**src/sv/smds_pkg.sv**
```systemverilog
package smds_pkg;

  localparam int ENTRIES   = 64;
  localparam int KEY_BYTES = 8;
  localparam int REP_BYTES = 8;

  localparam int IDX_W  = 6;
  localparam int POS_W  = 3;
  localparam int LEN_W  = 4;
  localparam int CNT_W  = 7;
  localparam int KEY_W  = KEY_BYTES * 8;
  // key word: keyword bytes, then keyword length, then replacement length
  localparam int KWORD_W = KEY_W + 2 * LEN_W;
  localparam int KL_LSB  = KEY_W;
  localparam int RL_LSB  = KEY_W + LEN_W;

  localparam logic [CNT_W-1:0] ENTRY_MAX = CNT_W'(ENTRIES);
  localparam logic [LEN_W-1:0] KEY_MAX   = LEN_W'(KEY_BYTES);
  localparam logic [LEN_W-1:0] REP_MAX   = LEN_W'(REP_BYTES);
  localparam logic [LEN_W-1:0] LEN_NONE  = LEN_W'(KEY_BYTES + 1);

  localparam int ADDR_W = 3;
  localparam logic [ADDR_W-1:0] ADDR_ENTRY_COUNT = 3'd0;

  typedef enum logic [1:0] {
    REQ_KEY  = 2'd0,
    REQ_REPL = 2'd1,
    REQ_LEN  = 2'd2,
    REQ_TEXT = 2'd3
  } req_t;

  typedef struct packed {
    logic             push;
    logic [7:0]       data;
    logic             shift;
    logic [LEN_W-1:0] adv;
  } win_cmd_t;

endpackage

```
**src/sv/smds_window.sv**
```systemverilog
module smds_window (
  input  logic                          clk,
  input  logic                          rst,
  input  smds_pkg::win_cmd_t            cmd,
  output logic [7:0]                    win [smds_pkg::KEY_BYTES],
  output logic [smds_pkg::LEN_W-1:0]    fill
);

  logic [smds_pkg::LEN_W:0] src [smds_pkg::KEY_BYTES];

  always_comb begin
    for (int i = 0; i < smds_pkg::KEY_BYTES; i++) begin
      src[i] = (smds_pkg::LEN_W+1)'(i) + {1'b0, cmd.adv};
    end
  end

  always_ff @(posedge clk) begin
    if (rst) begin
      fill <= '0;
    end else if (cmd.push) begin
      fill <= fill + 1'b1;
    end else if (cmd.shift) begin
      fill <= fill - cmd.adv;
    end
  end

  // head shift by match len or 1; tail bytes left stale
  always_ff @(posedge clk) begin
    for (int i = 0; i < smds_pkg::KEY_BYTES; i++) begin
      if (cmd.push && fill == smds_pkg::LEN_W'(i)) begin
        win[i] <= cmd.data;
      end else if (cmd.shift && src[i] < (smds_pkg::LEN_W+1)'(smds_pkg::KEY_BYTES)) begin
        win[i] <= win[src[i][smds_pkg::LEN_W-2:0]];
      end
    end
  end

endmodule

```
**config.mk**
```make
export PLATFORM = sky130hd
export DESIGN_NAME = smds_window
export DESIGN_NICKNAME = d
export VERILOG_FILES = /design/src/sv/smds_pkg.sv /design/src/sv/smds_window.sv
export SDC_FILE = /design/constraint.sdc
export NUM_CORES = 1
export LEC_CHECK = 0
export ABC_AREA = 1
export BUFFER_PORTS_ARGS = -buffer_cell sky130_fd_sc_hd__buf_2
export CORE_MARGIN = 3
export CORE_UTILIZATION = 39
export DETAILED_ROUTE_END_ITERATION = 12
export GPL_TIMING_DRIVEN = 0
export PLACE_DENSITY_LB_ADDON = 0.3
export SLEW_MARGIN = 20
export SYNTH_ARGS = -nofsm -noshare
export SYNTH_HDL_FRONTEND = slang
export SYNTH_SLANG_ARGS = --single-unit
```
**constraint.sdc**
```tcl
create_clock -name clk -period 8.93 [get_ports clk]
set_clock_uncertainty 0.05 [all_clocks]
set_input_delay 1.786 -clock clk [delete_from_list [all_inputs] [get_ports clk]]
set_output_delay 1.786 -clock clk [all_outputs]
set_load 0.1 [all_outputs]
```
Word-level counts from Yosys, hierarchy flattened
Cells that the tools add are included.
W data, S select, Z words.
{ "word_totals": {"reg_bits": 68, "in_bits": 16} }
{ "classes": {"n_addsub": 9, "bitwise_logic": 8, "n_reduce_logical": 26, "eq_ne": 7, "n_lt_le_gt_ge": 16, "muxes": 42} }
{ "op_table": {"columns": ["operator", "count"], "rows": [
  ["$mux W8", 32],
  ["$bmux W8 S3", 8],
  ["$lt A5 B4 Y1 const B", 7],
  ["$ge A4 B4 Y1 const B", 8],
  ["$not A3 Y4", 8],
  ["$add A3 B4 Y5 const A", 4],
  ["$reduce_bool A2 Y1", 9],
  ["$eq A4 B3 Y1 const B", 4],
  ["$logic_and A1 B1 Y1", 16],
  ["$add A2 B4 Y5 const A", 2],
  ["$eq A4 B2 Y1 const B", 2],
  ["$mux W4", 2],
  ["$add A1 B4 Y5 const A", 1],
  ["$add A4 B1 Y4 const B", 1],
  ["$eq A4 B1 Y1 const B", 1],
  ["$logic_not A4 Y1", 1],
  ["$lt A4 B4 Y1 const B", 1],
  ["$sub A4 B4 Y4", 1]
]} }

Depth between registers and ports, before layout
{ "logic_depth": {"word_depth": 7, "mapped_depth": 19, "ltp_nobuf": 16} }

Worst setup path before layout
Ideal clock, no wire load.
{ "synth_path": {"path_kind": "input -> register", "start": "in cmd[1] in the netlist's numbering", "end": "reg fill[3] in the netlist's numbering", "t_arrival_ns": 4.055, "path_slack_ns": 4.715, "cell_stages": 16, "required_ns": 8.770, "cell_sequence": "buf_2 -> clkinv_1 -> clkbuf_1 -> ha_1 -> clkbuf_1 -> inv_1 -> clkbuf_1 -> nor2_1 -> ha_1 -> nand3_1 -> nand3_1 -> inv_1 -> nand2_1 -> nand4_1 -> nand2_1 -> nor2_1"} }
{ "synth_between": {"elab_chain_cells": 3} }
{ "synth_rtl": {"columns": ["element", "line_no", "source"], "rows": [
  ["from (decl)", "smds_window.sv:4", "input smds_pkg::win_cmd_t cmd,"],
  ["$sub A4 B4 Y4", "smds_window.sv:23", "fill <= fill - cmd.adv;"],
  ["$mux W4", "smds_window.sv:22", "end else if (cmd.shift) begin"],
  ["$mux W4", "smds_window.sv:20", "end else if (cmd.push) begin"],
  ["to (signal assigned)", "smds_window.sv:21", "fill <= fill + 1'b1;"],
  ["to (signal assigned)", "smds_window.sv:23", null],
  ["to (decl)", "smds_window.sv:6", "output logic [smds_pkg::LEN_W-1:0] fill"]
]} }
No other way between the ends. The select of a mux whose other input is x is not followed.
A chain may end at the register's enable or synchronous reset.

Final worst setup path
Same ends and word-level chain as after synthesis.

==> metrics <==
outcome=complete, no violations; sequential fraction of the synthesis area=35.97%; core region area=13930 sq um; dpl ws=3.964 ns; filler instances=1406; worst relative slew slack=46.52%; Starting Density=39.94%; max-cap viol count=0; Final Cycle Share=52.07%; Main synth FF type=edfxtp_1; vias in the first global route=5408; number of synthesized flops with an enable pin=64; routed len/inst=20.40 um; Die Wd=125.5 um; WS Path Type=in2reg; crit start category=input pin; die area=15740 sq um; placed insts=1071; CP peak stage delay=0.54 ns; Setup TNS=0 ns; Vias/cell=5.643; Final Max Slew Viols=0; All-Layer GR Usage=28.02%; CTS root buf=clkbuf_16; Post CTS Setup Buffer Count=0; row count=43; largest net degree at the start of global routing=14; Max FO, Critical Path=13; Sink Count=68; multi-input logic area=3207 sq um; FMAX=215.1 MHz; Die Ht=125.5 um; share of layout cells above drive strength 1=19.29%; Syn Inst Count=809; Min-Delay Path Class=reg2reg; # DRC=0; CP cell instances=buf_2, buf_2, clkinv_1, clkbuf_1, ha_1, clkbuf_1, inv_1, clkbuf_1, nor2_1, ha_1, nand3_1, nand3_1, inv_1, nand2_1, nand3_1, nand2_1, inv_1, nor2_1; TritonCTS buffer count=9; Reg clk slew, reported paths=0.06 ns; nets=929; CP max stage cell=clkbuf_1; post_cts resized=0; CTS tree=built; I/O Buffers=82; worst-case vdd ir drop=103.0 uV; total gr overflow=0; initial antenna violation count=0; Syn Std Cell Area=5565 sq um; total number of vias=6134; DR pass1 iterations=6; power per cell area=207.7 nW/um^2; area delta synth->final=16.10%; Routed WL=22170 um; register area=2002 sq um; Synth Register Bits=68; setup ws final=4.280 ns; first-pass GRT wire length=33250 um; CTS H-tree lvls=3; Synth cell types=30; Top Ports=84; Hold Buf Count CTS=0; ANT cells=0; Detail Route Antenna Nets=0; Synth Net Count=836; Worst path top cell family by delay=buffers and inverters; async set-reset flop share out of synthesis=0%; min Tclk post-route=4.650 ns; Detailed Route Iter0 Violations=1011; Syn Area/Cell=6.879 sq um; Hold Worst Slack=0.4896 ns; Leak Pwr=0.002988 uW; yosys warns=0; later-pin clock latency in the skew report=0.35 ns; slew of the pin with the lowest slew margin=0.7973 ns; final hold violation count=0; Post-Layout Inst Area=6461 sq um; Setup Viol. Count Final=0; worst path bufs/invs=9; placed cell area=6206 sq um; RSZ-0062 raised after global routing=no; arrival time at the worst endpoint=4.84 ns; clk buf depth=2; Post-DP HPWL=17840 um; gp weighted congestion=0.9796; fin cells=1087; CP required=9.12 ns; Worst Setup End Kind=flip-flop
synthesized netlist by cell type (all sizes together), types with 2 or more instances:
cell | n | area [sq um]
a21oi | 4 | 20.02
ha | 10 | 125.1
dfxtp | 4 | 80.08
clkbuf | 20 | 82.58
inv | 28 | 105.1
o21ai | 136 | 721.9
nor2 | 15 | 76.32
o31ai | 2 | 15.01
or2 | 64 | 400.4
nor3 | 3 | 15.01
nand3 | 142 | 710.7
buf | 28 | 170.2
nand2 | 282 | 1059
edfxtp | 64 | 1922
registers in the layout (all words and copies together) (netlist names):
signal / flops
win: 64
fill: 4
cells by family after synthesis:
kind of cell	count (synthesis)	share of synthesized area, %
fa+ha+maj	11	2.608
compound gates	144	13.87
flops	68	35.97
simple gates	507	40.74
xor+xnor	2	0.3148
buf+inv	77	6.497
metrics by stage:
step / total power (uW) / utilization [%]
after detailed placement: 1022 / 44.54
after floorplan: 885.6 / -
after global routing: 1405 / 46.37
after CTS: 1334 / 46.37
final: 1342 / 46.37
after global placement: 1018 / 44.50
worst register-to-register path, delay by kind of cell (launching register included):
kind | cells | cell delay, ns
compound gates | 1 | 0.44
buf+inv | 1 | 0.30
flops | 1 | 0.34
simple gates | 2 | 0.66
layout by cell type (no fill, tap or decap), drive strengths merged:
cell type | Yosys | routed
a21o | 1 | 1
a21oi | 4 | 4
buf | 28 | 110
clkbuf | 20 | 33
clkinv | 1 | 4
dfxtp | 4 | 4
edfxtp | 64 | 64
fa | 1 | 1
ha | 10 | 10
inv | 28 | 28
nand2 | 282 | 282
nand3 | 142 | 142
nand4 | 1 | 1
nor2 | 15 | 15
nor3 | 3 | 3
o211ai | 1 | 1
o21ai | 136 | 136
o31ai | 2 | 2
or2 | 64 | 64
xnor2 | 1 | 1
xor2 | 1 | 1
per-layer routing:
| metal | up-vias | routed length, um | global-route usage [%] |
|---|---|---|---|
| met5 | - | 0 | 0 |
| met4 | 0 | 1094 | 14.73 |
| met3 | 67 | 2551 | 6.792 |
| met2 | 401 | 8787 | 38.58 |
| met1 | 2741 | 9738 | 40.37 |
| li1 | 2925 | - | - |
path summary, 6_finish.rpt:
kind,slack [ns],to,start,cells past startpoint
setup / recovery,4.28,fill[3],cmd[1],18
hold / removal,0.49,fill[0],fill[0],2
setup reg to reg,6.75,win[32],fill[2],4
hold reg to reg,0.49,fill[0],fill[0],2
area by class of cell:
class / instances / area share, %
Buffer: 48 / 3.912
Clock buffer: 13 / 3.718
Multi-Input combinational cell: 664 / 49.63
Sequential cell: 68 / 30.98
Tap cell: 180 / 3.486
Inverter: 29 / 1.685
Timing Repair Buffer: 82 / 6.352
Clock inverter: 3 / 0.2324
report_power, final:
part	switching [uW]	leakage (uW)	total, uW	internal (uW)
Clock	127	0.000127	314	186
Combinational	459	0.00223	585	125
Sequential	40.3	0.000631	444	403
Note: power is estimated with default switching activity, not from simulation.
