==> config.mk <==
export PLATFORM = sky130hd
export DESIGN_NAME = smds_ram
export DESIGN_NICKNAME = d
export VERILOG_FILES = /design/src/sv/smds_ram.sv
export SDC_FILE = /design/constraint.sdc
export NUM_CORES = 1
export LEC_CHECK = 0
export BUFFER_PORTS_ARGS = -buffer_cell sky130_fd_sc_hd__buf_4
export CORE_UTILIZATION = 55
export DETAILED_ROUTE_END_ITERATION = 10
export PLACE_DENSITY = 0.74
export SYNTH_ARGS = -nofsm -noshare
export SYNTH_HDL_FRONTEND = slang
export SYNTH_SLANG_ARGS = --single-unit
==> constraint.sdc <==
create_clock -name clk -period 1.95 [get_ports clk]
set_input_delay 0.195 -clock clk [delete_from_list [all_inputs] [get_ports clk]]
set_output_delay 0.195 -clock clk [all_outputs]
set_load 0.05 [all_outputs]
==> src/sv/smds_ram.sv <==
module smds_ram #(
  parameter int WIDTH = 8,
  parameter int DEPTH = 64
) (
  input  logic                     clk,
  input  logic                     we,
  input  logic [$clog2(DEPTH)-1:0] waddr,
  input  logic [WIDTH-1:0]         wdata,
  input  logic [$clog2(DEPTH)-1:0] raddr,
  output logic [WIDTH-1:0]         rdata
);

  logic [WIDTH-1:0] mem [DEPTH];

  always_ff @(posedge clk) begin
    if (we) begin
      mem[waddr] <= wdata;
    end
    rdata <= mem[raddr];
  end

endmodule

* After elaboration in Yosys (flattened, before gate mapping)
Memories as Yosys holds them, arrays and structs flattened. A register that Yosys moved wholly into a read port is not among the register bits. Index checks and enable logic that the tools add are counted.
Storage, ports and cells: register bits after elaboration 0, memory bits (writable) 512, input port bits 22, output and inout port bits 8, word-level logic and storage cells 3, memories 1
Cells by class: muxes and demuxes 2
Memory list:
- mem | depth 64, width 8, rd ports 1, clocked after memory_dff 1, write ports 1, RTL line 13 | logic [WIDTH-1:0] mem [DEPTH];
Operator list (count):
- $mux W1 | 2

* Longest topological paths before layout
Gate-level depths: netlist (run 1).
word-level depth 2, mapped depth 9, mapped depth without buffers 5

* Least setup slack after synthesis (run 1)
No wires, ideal clock.
path type in2reg, start point input raddr[1], end point register rdata[3] (read register of mem), setup time 128 ps, arrival 1735 ps, data required time 1822 ps, slack 87 ps, cell stages on the path 7, buffers on the path 3, cell sequence buf_4 -> buf_2 -> buf_2 -> mux4_2 -> mux4_2 -> o21ai_1 -> o41ai_1
RTL lines:
- start, declared | RTL line 9 | input logic [$clog2(DEPTH)-1:0] raddr,
- end, declared | RTL line 10 | output logic [WIDTH-1:0] rdata

==> reports/qor.txt, run 1 <==
Outcome -> finished with violations
# port buffers -> 29
Fmax -> 521 MHz
Largest net degree at the start of global routing -> 65
Vias in the first global route -> 10400
Commonest non-fill, non-tap cell in the layout -> edfxtp_1
Skew-Pair Late Insertion Delay -> 0.57 ns
Wirelength per Cell -> 28.1 um
Number of flops mapped to enable cells by yosys -> 512
Area contributors post-synth -> edfxtp_1 (76%), mux4_2 (14%), nor2_1 (1.5%)
Met1 wire length -> 17.7 mm
Detailed Route WL -> 45.2 mm
Final-report hold violation count -> 0
Clock Pin Slew Worst Setup and Hold Paths -> 0.06 ns
Highest routed layer -> met5
Part of the cycle the worst path needs -> 98.4%
Initial Util -> 56.3%
Async set-reset flop share out of synthesis -> 0%
Met3 WL -> 3.83 mm
Int Pwr -> 18.8 mW
Rel. slew slack -> 50.8%
Syn Nets -> 962
Failing checks -> design-rule violations
Min-Delay Path Class -> primary input to flop
Area post-placement -> 21800 um2
Syn Inst Count -> 940
Maximum clock path buffer count -> 3
Area delta synth->final -> 16.8%
GP Congestion -> 0.839
Min cycle time layout -> 1.92 ns
Post-synth top flop -> edfxtp_1
Total die area -> 37400 um2
GRT Total Usage -> 25.0%
Post-route antenna net violation count -> 0
Most frequent cells in the layout -> edfxtp_1 (512), buf_4 (155), mux4_2 (126)
H-tree lvl count -> 2
Worst slew pin tran -> 0.737 ns
Final setup violation count -> 0
Syn avg cell area -> 21.5 um2
Vias -> 10200
Chip width -> 193 um
Via density -> 6.33
Crit start category -> flop
Cell taking the most area after synthesis -> edfxtp_1
DP Worst Slack -> -0.299 ns
TritonCTS clock tree -> yes
PwrDens -> 1000 nW/um2
Final worst slack -> 0.0307 ns
Grt ovf -> 0
Switch share -> 20.6%
Final setup skew -> 0.0158 ns
HPWL Detailed -> 27.8 mm
Row cnt -> 69
DRC Markers -> 6
First-pass iteration count of the detailed router -> 10
CP max stage delay -> 0.50 ns
Design area -> 23600 um2
Synth top area share -> 76.2%
Gate power share -> 5.7%
Placeable Area -> 35800 um2
Critical Path RT -> 2.40 ns
Pwr Total -> 23.7 mW
Die Y-Extent -> 193 um
Global-route wire length before repair -> 67.9 mm
Setup Crit Path Kind -> flop to flop
Clock root buffer master -> clkbuf_16
Worst-path maximum fanout -> 1
Seq/Total Area, Yosys -> 77.0%
Synthesized flop and latch total -> 520
Pleak -> 7.68 nW
Slew Limit Fails -> 0
Cell variety after synth -> 40
CP Capture Type -> flop
Post-Layout Cell Count -> 1611
Data arrival, critical path -> 2.37 ns
Detailed Route Iter0 Violations -> 1061
Met2 wire len -> 22.3 mm
Top Ports -> 30
Net Switching -> 4.88 mW
Post-Place Cells -> 1516
Fin Setup TNS -> 0 ns
Peak supply drop -> 0.904 mV
Yosys warns -> 0
Mapped Area -> 20200 um2
Share of layout cells above drive strength 1 -> 33.9%
Initial antenna violation count -> 2
Nets -> 1131
Worst-path cell chain -> mux4_2, mux2_4, o221a_4, nor3_2, buf_4, o32ai_1
Max cap viols -> 0
Critical-path top delay cell -> mux4_2
CTS buffer count -> 51
Sequential power share -> 52.5%
Clock power frac -> 41.8%
TritonCTS sink count -> 520
timing repair:
action	in CTS	in global routing
pin swaps	0	2
gates resized for setup	3	7
setup buffers	0	0
endpoints found under the setup margin	2	7
hold buffers	1	0
endpoints found under the hold margin	2	0
through the flow:
step | util (%) | hold slack, ns
after floorplan | - | 0.294
after global placement | 60.9 | 0.584
after detailed placement | 60.9 | 0.582
after CTS | 65.7 | 0.0973
after global routing | 65.7 | 0.158
final | 65.7 | 0.129
worst max-delay path, delay by kind of cell, from the launching register on:
| kind | cells | cell delay, ns |
|---|---|---|
| flops | 1 | 0.38 |
| compound gates | 2 | 0.35 |
| simple gates | 1 | 0.14 |
| mux | 2 | 0.78 |
| buf+inv | 1 | 0.14 |
final cells by class:
cell class,count,area (um2)
well taps,461,577
clock inverters,33,340
multi-input cells,369,4360
fillers,2280,12300
repair buffers,167,1390
flip-flops and latches,520,15500
diodes,1,2.50
clock buffers,60,1350
logic make-up after synthesis:
group	share of synthesized area, %
buffers and inverters	1.57
and+or+nand+nor	3.39
muxes	15.9
AOI/OAI and AO/OA	2.07
DFF	77.0
per-layer routing:
| metal | up-vias | GRT usage (%) |
|---|---|---|
| met4 | 2 | 8.06 |
| met5 | - | 0 |
| met2 | 477 | 40.5 |
| met1 | 5363 | 34.6 |
| met3 | 92 | 5.14 |
| li1 | 4262 | - |
registers in the layout, summed over array words and instances (netlist names):
signal	cells
mem	512
rdata	8
final timing paths:
kind         slack [ns]       end        from  depth (start not counted)
max reg2reg        0.03  rdata[6]  mem[29][6]                          6
min                0.13  rdata[2]    raddr[4]                          3
min reg2reg        0.83  rdata[6]  mem[26][6]                          3
max                0.03  rdata[6]  mem[29][6]                          6
power groups by stage:
stage	clock network [mW]	logic, mW	registers (mW)
5_1_grt	10.4	1.42	12.4
6_report	9.90	1.35	12.4
3_3_place_gp	0	1.31	12.7
2_1_floorplan	0	0.659	12.7
4_1_cts	10.0	1.34	12.4
3_5_place_dp	0	1.33	12.7
cell usage after synthesis (all sizes together) (2+ instances only):
library cell and n:
a21oi 3, o2111ai 3, nand3b 3, nor3 7, dfxtp 8, a211oi 4
nand2b 7, a2111oi 2, nor4 2, o22ai 8, o221ai 8, o21ai 4
nand3 13, nand4 2, edfxtp 512, mux4 126, nor2 83, o2bb2ai 3
o21a 2, nor2b 14, clkbuf 17, mux2 13, buf 34, o32ai 2
o41ai 2, a22oi 3, nand2 19, o221a 2, a221oi 6, mux2i 23
Note: power is estimated with default switching activity, not from simulation.
==> inputs of run 2 (changes only) <==
CORE_UTILIZATION = 56   (was 55)
CTS_BUF_LIST = sky130_fd_sc_hd__clkbuf_16   (was unset)
PLACE_DENSITY = 0.75   (was 0.74)
RECOVER_POWER = 100   (was unset)
==> reports/qor.txt, run 2 (synthesized netlist as in run 1, its figures left out) <==
Via density -> 6.25 (-1.2%)
Data arrival, critical path -> 2.38 ns (about the same)
Die Y-Extent -> 192 um (-0.89%)
Initial Util -> 56.8% (+0.55 points)
Area delta synth->final -> 15.2%
Global-route wire length before repair -> 65.8 mm (-3.1%)
Reg area -> 15500 um2 (unchanged)
Detailed Route WL -> 44.4 mm (-1.8%)
Crit start category -> flop
Fin Setup TNS -> 0 ns (unchanged)
Worst slew pin tran -> 1.42 ns (+0.681 ns)
Pleak -> 7.36 nW (-4.1%)
Row cnt -> 69 (unchanged)
CP Capture Type -> flop
Final core occ -> 65.5% (-0.27 points)
HPWL Detailed -> 27.2 mm (-2.3%)
Fmax -> 519 MHz (-0.38%)
Critical Path RT -> 2.40 ns (about the same)
ANT cells -> 0 (-1)
Biggest regs -> mem (512), rdata (8)
RR Startpoint -> mem[51][7]
Detailed Route Iter0 Violations -> 1213 (+14%)
# port buffers -> 29 (unchanged)
Wirelength per Cell -> 27.3 um (-2.7%)
PwrDens -> 998 nW/um2 (-0.69%)
Clock Pin Slew Worst Setup and Hold Paths -> 0.06 ns (about the same)
Min cycle time layout -> 1.93 ns (+0.00735 ns)
Design area -> 23200 um2 (-1.4%)
Placeable Area -> 35500 um2 (-0.96%)
Final-report hold violation count -> 0 (unchanged)
Worst-path maximum fanout -> 1 (unchanged)
TritonCTS clock tree -> yes
Vias in the first global route -> 10400 (-0.20%)
Register with the most flip-flops -> mem
Maximum clock path buffer count -> 3 (unchanged)
Nets -> 1144 (+1.1%)
Commonest non-fill, non-tap cell in the layout -> edfxtp_1
Clock root buffer master -> clkbuf_16
Pwr Total -> 23.2 mW (-2.0%)
Max cap viols -> 0 (unchanged)
Grt ovf -> 0 (unchanged)
Largest net degree at the start of global routing -> 65 (unchanged)
Final setup skew -> 0.0213 ns (+0.00548 ns)
Top Ports -> 30 (unchanged)
Min-Delay Path Class -> primary input to flop
CP Capture Point -> rdata[7]
Setup Crit Path Kind -> flop to flop
Part of the cycle the worst path needs -> 98.8% (+0.38 points)
Max FFs per register -> 512 (unchanged)
GP Congestion -> 0.856 (+2.0%)
Total die area -> 36800 um2 (-1.8%)
Slew Limit Fails -> 0 (unchanged)
Initial antenna violation count -> 0 (-2)
Final setup violation count -> 0 (unchanged)
DRC Markers -> 0 (-6)
GRT Total Usage -> 25.2% (+0.18 points)
Skew-Pair Late Insertion Delay -> 0.59 ns (+0.02 ns)
H-tree lvl count -> 2 (unchanged)
R2R Path End -> rdata[7]
Chip width -> 192 um (-0.89%)
Rel. slew slack -> 5.47% (-45 points)
Setup bufs post-CTS -> 0 (unchanged)
Worst Hold Launch -> waddr[2]
Vias -> 10200 (-0.31%)
Setup slack, reg-to-reg -> 0.02 ns (about the same)
Peak supply drop -> 0.801 mV (-11%)
Outcome -> complete, no violations
Reg2reg path depth -> 4 (-2)
RSZ-0062 raised after global routing -> no
Fillers -> 2311 (+1.4%)
Share of layout cells above drive strength 1 -> 25.9% (-8.0 points)
Post-route antenna net violation count -> 0 (unchanged)
Footprint of the multi-input gates -> 4330 um2 (-0.69%)
TritonCTS sink count -> 520 (unchanged)
Area post-placement -> 22000 um2 (+0.77%)
CTS buffer count -> 50 (-2.0%)
Most frequent cells in the layout -> edfxtp_1 (512), mux4_2 (126), clkbuf_1 (98)
Worst Setup SP -> mem[51][7]
First-pass iteration count of the detailed router -> 8 (-2)
-- run 2: power by group --
part / total [mW] / switching (mW) / internal (mW)
clock: 9.45 / 4.02 / 5.43
combinational: 1.31 / 0.793 / 0.515
sequential: 12.4 / 0.0381 / 12.4
-- run 2: worst max-delay path, stage by stage, from the launching register on --
cell      delay (ns)
edfxtp_1        0.40
mux4_2          0.51
mux4_2          0.50
o21ai_1         0.30
nand2_1         0.09
-- run 2: worst min path at each step --
stage               depth (start not counted)         end  slack (ns)
finish                                      3  mem[48][2]        0.18
global route                                3  mem[48][0]        0.20
CTS                                         3  mem[48][0]        0.15
detailed placement                          2    rdata[5]        0.57
global placement                            3    rdata[0]        0.56
floorplan                                   0   mem[0][0]        0.29
-- run 2: final cells by class --
type	instances	area share (%)
clock inverter	41	1.28
sequential	520	66.9
tap	461	2.48
clock buffer	53	5.71
multi-input combinational	369	18.6
timing repair buffer	181	5.02
-- run 2: per-layer routing --
metal	global-route usage [%]	routed length (um)
met1	35.0	17500
met2	40.3	21700
met3	5.24	3970
met4	8.42	1140
met5	0	11
-- run 2: per-stage QoR --
stage,hold WS [ns],cells,setup slack (ns)
2_1_floorplan,0.294,940,0.0873
3_3_place_gp,0.562,1530,-0.389
3_5_place_dp,0.567,1530,-0.350
4_1_cts,0.150,1625,0.0170
5_1_grt,0.202,1625,0.00310
6_report,0.182,1625,0.0233
-- run 2: timing repair --
item                       CTS  global route
setup endpoints to repair    2             3
resized for setup            2             3
hold buffers                 1             0
hold endpoints to repair     6             0
